### config.mk
export PLATFORM = sky130hd
export DESIGN_NAME = mvm_mac
export DESIGN_NICKNAME = d
export VERILOG_FILES = /design/src/hw/rtl/mvm_pkg.sv /design/src/hw/rtl/mvm_mac.sv
export SDC_FILE = /design/constraint.sdc
export NUM_CORES = 2
export LEC_CHECK = 0
export BUFFER_PORTS_ARGS = -buffer_cell sky130_fd_sc_hd__buf_4
export CORE_ASPECT_RATIO = 0.7
export CORE_MARGIN = 5
export CORE_UTILIZATION = 34
export DETAILED_ROUTE_END_ITERATION = 7
export GPL_TIMING_DRIVEN = 0
export PLACE_DENSITY = 0.52
export SLEW_MARGIN = 20
export SYNTH_ARGS = -nofsm -noshare
export SYNTH_HDL_FRONTEND = slang
export SYNTH_SLANG_ARGS = --single-unit
### constraint.sdc
create_clock -name clk_i -period 4.1 [get_ports clk_i]
set_input_delay 0 -clock clk_i [delete_from_list [all_inputs] [get_ports clk_i]]
set_output_delay 0 -clock clk_i [all_outputs]
set_load 0.01 [all_outputs]
### src/hw/rtl/mvm_pkg.sv
// Shared constants, codes and types of the matrix-vector multiply block.
// No dependencies; mvm_mac, the top level, the checker and the bench take names from here by scope.
package mvm_pkg;

  localparam int unsigned MAX_SIZE = 16;
  localparam int unsigned IDX_W    = $clog2(MAX_SIZE);
  localparam int unsigned DEPTH    = MAX_SIZE * MAX_SIZE;
  localparam int unsigned ADDR_W   = $clog2(DEPTH);
  localparam int unsigned DATA_W   = 32;
  localparam int unsigned SIZE_W   = 5;
  localparam int unsigned COUNT_W  = 5;
  localparam int unsigned PROD_W   = 2 * DATA_W;
  localparam int unsigned ACC_W    = PROD_W + IDX_W;
  localparam int unsigned FRAC_W   = 16;

  typedef enum logic [1:0] {
    MODE_WRITE = 2'd0,
    MODE_READ  = 2'd1,
    MODE_LOAD  = 2'd2,
    MODE_CLEAR = 2'd3
  } mode_e;

  typedef enum logic [1:0] {
    STATUS_OK    = 2'd0,
    STATUS_RANGE = 2'd1,
    STATUS_DIM   = 2'd2
  } status_e;

  typedef enum logic [1:0] {
    ST_IDLE  = 2'd0,
    ST_READ  = 2'd1,
    ST_MAC   = 2'd2,
    ST_DRAIN = 2'd3
  } state_e;

  // Tag that travels with each multiply-accumulate step.
  typedef struct packed {
    logic             valid;
    logic             first;      // first column of a row: restart the sum
    logic             last;       // last column of a row: sum complete
    logic             final_row;  // row is the last of the product
    logic [IDX_W-1:0] row;
  } mac_ctl_t;

  // Entry (r,c) sits at r*MAX_SIZE+c whatever the size in use.
  function automatic logic [ADDR_W-1:0] mat_addr(input logic [IDX_W-1:0] r,
                                                 input logic [IDX_W-1:0] c);
    return ADDR_W'(r) * ADDR_W'(MAX_SIZE) + ADDR_W'(c);
  endfunction

endpackage

### src/hw/rtl/mvm_mac.sv
// Shared multiply-accumulate unit: multiply stage, wide accumulator,
// round half up and saturate to Q16.16. Depends on mvm_pkg.
module mvm_mac (
  input  logic                              clk_i,
  input  logic                              rst_ni,
  input  mvm_pkg::mac_ctl_t                 ctl_i,
  input  logic signed [mvm_pkg::DATA_W-1:0] a_i,
  input  logic signed [mvm_pkg::DATA_W-1:0] b_i,
  output logic                              done_o,
  output logic                              final_o,
  output logic [mvm_pkg::IDX_W-1:0]         row_o,
  output logic signed [mvm_pkg::DATA_W-1:0] value_o,
  output logic                              busy_o
);

  mvm_pkg::mac_ctl_t                        ctl_s2_q;
  logic signed [mvm_pkg::PROD_W-1:0]        prod_q;
  logic signed [mvm_pkg::ACC_W-1:0]         acc_q;
  logic signed [mvm_pkg::ACC_W-1:0]         acc_d;
  logic signed [mvm_pkg::ACC_W-1:0]         prod_ext;
  logic                                     done_q;
  logic                                     final_q;
  logic [mvm_pkg::IDX_W-1:0]                row_q;
  logic signed [mvm_pkg::ACC_W-1:0]         half;
  logic signed [mvm_pkg::ACC_W-1:0]         rnd;
  logic signed [mvm_pkg::ACC_W-1:0]         shf;
  logic signed [mvm_pkg::ACC_W-1:0]         sat_hi;
  logic signed [mvm_pkg::ACC_W-1:0]         sat_lo;

  // stage 2: exact Q32.32 product
  always_ff @(posedge clk_i or negedge rst_ni) begin
    if (!rst_ni) begin
      ctl_s2_q <= '0;
    end else begin
      ctl_s2_q <= ctl_i;
    end
  end

  always_ff @(posedge clk_i) begin
    prod_q <= a_i * b_i;
  end

  // stage 3: exact running sum
  assign prod_ext = mvm_pkg::ACC_W'(prod_q);
  assign acc_d    = ctl_s2_q.first ? prod_ext : acc_q + prod_ext;

  always_ff @(posedge clk_i or negedge rst_ni) begin
    if (!rst_ni) begin
      done_q <= 1'b0;
    end else begin
      done_q <= ctl_s2_q.valid && ctl_s2_q.last;
    end
  end

  always_ff @(posedge clk_i) begin
    if (ctl_s2_q.valid) begin
      acc_q   <= acc_d;
      row_q   <= ctl_s2_q.row;
      final_q <= ctl_s2_q.final_row;
    end
  end

  // round half up to Q16.16, then clamp to 32 bits
  always_comb begin
    half                      = '0;
    half[mvm_pkg::FRAC_W-1]   = 1'b1;
    sat_hi                    = '0;
    sat_hi[mvm_pkg::DATA_W-2:0] = '1;
    sat_lo                    = ~sat_hi;
    rnd                       = acc_q + half;
    shf                       = rnd >>> mvm_pkg::FRAC_W;
    if (shf > sat_hi) begin
      value_o = sat_hi[mvm_pkg::DATA_W-1:0];
    end else if (shf < sat_lo) begin
      value_o = sat_lo[mvm_pkg::DATA_W-1:0];
    end else begin
      value_o = shf[mvm_pkg::DATA_W-1:0];
    end
  end

  assign done_o  = done_q;
  assign final_o = final_q;
  assign row_o   = row_q;
  assign busy_o  = ctl_s2_q.valid || done_q;

endmodule

==> results.cfg <==
[yosys]
simple_logic_cell_fraction_of_the_synthesized_area = 0.168
syn-cell-area_um2 = 46100
post_synth_num_cell_types = 84
synth_seq_area_share = 0.0803
count_of_mapped_cells_out_of_synthesis = 5038
postSynth.topFlopCell = sky130_fd_sc_hd__edfxtp_1
yosys-mux-area-fraction = 0.00212
post_synth_fa_ha_maj_area_fraction = 0.539
synth_seq_cells = 146
synth-async-reset-ratio = 0.0616
synth_nets = 6447
main_combinational_cell_family_by_area_after_synthesis = adder cells
synthesis.yosys.warnings = 0
synth.avg_cell_area_um2 = 9.15
synth-compound-area-share = 0.0739
synth_xor_xnor_area_share = 0.0304
synth_enable_flop_cells = 73

[placed_design]
gp_congestion = 0.987
placed_cells = 6933
dp.final_hpwl_um = 146000
io_buffer_count = 112

[sta]
fmax_mhz = 137
finalMaxSlewViolations = 0
final.setup.worst_slack_ns = -3.18
relSlewSlack = 0.317
final-setup-viol-count = 55
finalHoldViolCount = 0
worst_pin_slew_ns = 1.02
timing.final.crit_period_ns = 7.28
worst_clock_skew_ns = 0.0260
grt_setup_unrepaired = yes
finalHoldWorstSlack_ns = 0.155
period_share = 1.78

[setup_path]
regToRegStartpoint = acc_q[20]$_DFFE_PP_
critPathSlowestCell = sky130_fd_sc_hd__fa_2
critical-path-top-delay-family = adder cells
crit_path_end = prod_q[60]$_DFF_P_
cp_data_arrival_time_ns = 7.66
startpoint = a_i[31]
rr_worst_depth = 13
setup.reg_to_reg.worst_slack_ns = 0.09
cp_max_fo = 6
timing.critical_path.required_ns = 4.48
rr_endpoint = acc_q[67]$_DFFE_PP_
worstPathCellList = buf_12 > clkbuf_16 > and2_4 > fa_2 > fa_2 > fa_2 > buf_12 > buf_12 > fa_1 > fa_1 > fa_1 > fa_2 > fa_1 > ha_4 > a2111oi_4 > o21ai_1 > a41oi_1 > o211ai_1 > or4_4 > o21ai_4 > o21ai_4 > a2111o_1 > and3_1 > a311o_1
critical_path.endpoint_type = flop
cpPeakStageDelay_ns = 0.72
critical_path_class = in -> reg
timing.critical_path.from_type = input port
crit_cells = 24
critical_path_buf_inv_count = 4

[cells_and_area]
areaGrowthSynthToFinish_pct = 22.8
final_cells = 7169
nets = 6775
drive_gt1_frac = 0.185

[clocking]
cts.sink_count = 146
cts_h_tree_depth = 4
cts.clk_slew.worst_paths_ns = 0.05
cts_root_buf = sky130_fd_sc_hd__clkbuf_16
ctsLongestPathBuffers = 3
insertion_delay_ns = 0.51
cts_tree = done
tritoncts.num_buffers = 25

[detailed_routing]
post_dr_vias_cell = 5.15
route.antenna.remaining_nets = 0
drc_violations_left = 0
vias = 36900
detail_route.iter0.violations = 3301
drt_pre_antenna_iters = 7
drt-wirelength-per-cell_um = 25.2
route.final.wire_length_um = 181000

[floorplanning]
floorplan.rows = 113
start_util = 0.341
chipHeight_um = 318
floorplan.io_pins = 113
placeableCoreArea_um2 = 135000
die_w_um = 450
die-area_um2 = 143000

[global_routing]
wire_length_of_the_first_global_routing_pass_um = 267000
initial_antenna_violation_count = 27
grt_start_max_net_pins = 47
grt_remaining_overflow = 0
grt_util_all_layers = 0.254
grt_pass1_vias = 39000

[run]
maxCapViolations = 0

[min_path]
hold_path_class = in -> reg

[status]
failed_checks = negative setup slack
outcome = finished with violations
-- per-layer routing --
metal	global-route usage	routed length [um]
met1	0.368	80100
met2	0.366	74700
met3	0.0804	20100
met4	0.0653	5960
met5	0	25
-- layout make-up --
class | count | area, um^2
clock buffers | 27 | 653
multi-input cells | 3594 | 39900
plain buffers | 236 | 3070
fillers | 13300 | 78600
clock inverters | 5 | 26.3
inverters | 1051 | 3960
flip-flops and latches | 146 | 3700
well taps | 1782 | 2230
diodes | 16 | 40.0
repair buffers | 312 | 3040
-- worst register-to-register path, stage by stage (launching register included) --
cell and delay (ns):
sky130_fd_sc_hd__edfxtp_1 0.41, sky130_fd_sc_hd__ha_2 0.40, sky130_fd_sc_hd__and2_1 0.20, sky130_fd_sc_hd__nand3_1 0.16, sky130_fd_sc_hd__or4_4 0.53, sky130_fd_sc_hd__nor4_4 0.27, sky130_fd_sc_hd__buf_4 0.19, sky130_fd_sc_hd__o2111ai_2 0.11
sky130_fd_sc_hd__buf_4 0.21, sky130_fd_sc_hd__a2111oi_4 0.50, sky130_fd_sc_hd__o221ai_2 0.24, sky130_fd_sc_hd__o21ai_1 0.22, sky130_fd_sc_hd__mux2i_1 0.23, sky130_fd_sc_hd__xnor2_1 0.08
-- synth_stat cells, types with 24 or more instances --
library cell / count / area (um^2)
sky130_fd_sc_hd__a21o_1: 59 / 443
sky130_fd_sc_hd__a21oi_1: 152 / 761
sky130_fd_sc_hd__a31oi_1: 28 / 175
sky130_fd_sc_hd__and2_1: 524 / 3280
sky130_fd_sc_hd__and3_1: 24 / 150
sky130_fd_sc_hd__clkbuf_1: 234 / 878
sky130_fd_sc_hd__dfxtp_1: 64 / 1280
sky130_fd_sc_hd__edfxtp_1: 73 / 2190
sky130_fd_sc_hd__fa_1: 1083 / 21700
sky130_fd_sc_hd__ha_1: 252 / 3150
sky130_fd_sc_hd__inv_1: 1050 / 3940
sky130_fd_sc_hd__nand2_1: 660 / 2480
sky130_fd_sc_hd__nand3_1: 55 / 275
sky130_fd_sc_hd__nand4_1: 35 / 219
sky130_fd_sc_hd__nor2_1: 113 / 424
sky130_fd_sc_hd__nor3_1: 29 / 145
sky130_fd_sc_hd__o21ai_0: 126 / 631
sky130_fd_sc_hd__o21ai_1: 37 / 185
sky130_fd_sc_hd__o21bai_1: 31 / 233
sky130_fd_sc_hd__xnor2_1: 102 / 893
sky130_fd_sc_hd__xor2_1: 58 / 508
-- sequential cells by signal (all words and copies together), names as in the netlist --
| register | count |
|---|---|
| acc_q | 68 |
| prod_q | 64 |
| ctl_s2_q | 8 |
| row_o | 4 |
| done_o | 1 |
| final_o | 1 |
-- cells by family after synthesis --
kind of cell / Yosys count
AO/OA/AOI/OAI: 548
buffers and inverters: 1298
XOR/XNOR: 160
adder cells (fa/ha/maj): 1335
AND/OR/NAND/NOR: 1542
flip-flops: 146
multiplexers: 9
-- worst min path at each step --
stage / start / end / slack [ns] / cells after the start
2_1_floorplan: rst_ni / ctl_s2_q[0]$_DFF_PN0_ / -0.30 / 0
3_3_place_gp: rst_ni / ctl_s2_q[4]$_DFF_PN0_ / -0.17 / 1
3_5_place_dp: rst_ni / ctl_s2_q[4]$_DFF_PN0_ / -0.17 / 1
4_1_cts: ctl_i[2] / ctl_s2_q[2]$_DFF_PN0_ / 0.13 / 2
5_1_grt: ctl_i[4] / ctl_s2_q[4]$_DFF_PN0_ / 0.13 / 2
6_report: b_i[2] / prod_q[3]$_DFF_P_ / 0.15 / 5
-- through the flow --
stage	setup WS [ns]	cell area (um^2)	util	TNS [ns]
floorplan	-3.27	47500	-	-100.22
global placement	-4.89	50600	0.374	-182.51
detailed placement	-5.00	50600	0.375	-188.21
CTS	-3.22	55000	0.407	-114.87
global route	-3.25	56500	0.418	-127.85
finish	-3.18	56600	0.419	-117.94
-- cells in the final DEF (no fill, tap or decap), drive strengths merged, types with 10 or more instances in the layout --
cell type,count
fa,1083
inv,1047
nand2,660
and2,524
buf,351
ha,252
clkbuf,211
o21ai,164
a21oi,153
nor2,115
xnor2,102
edfxtp,73
dfxtp,64
a21o,59
xor2,58
nand3,58
nand4,36
o21bai,31
nor3,31
a31oi,28
and3,25
nand2b,20
o21a,19
nor2b,17
diode,16
nor4,14
dlygate4sd3,13
a211oi,13
a211o,10
-- what timing repair did --
| action | 4_1_cts | 5_1_grt |
|---|---|---|
| pin swaps | 103 | 148 |
| gates cloned | 4 | 0 |
| setup buffers | 123 | 63 |
| gates resized for setup | 599 | 328 |
| hold buffers | 13 | 0 |
| endpoints found under the setup margin | 102 | 99 |
| endpoints found under the hold margin | 20 | 0 |
Power is left out: the tool's default activity adds up to more than one toggle a clock period on the data nets, which glitch-free logic cannot reach.
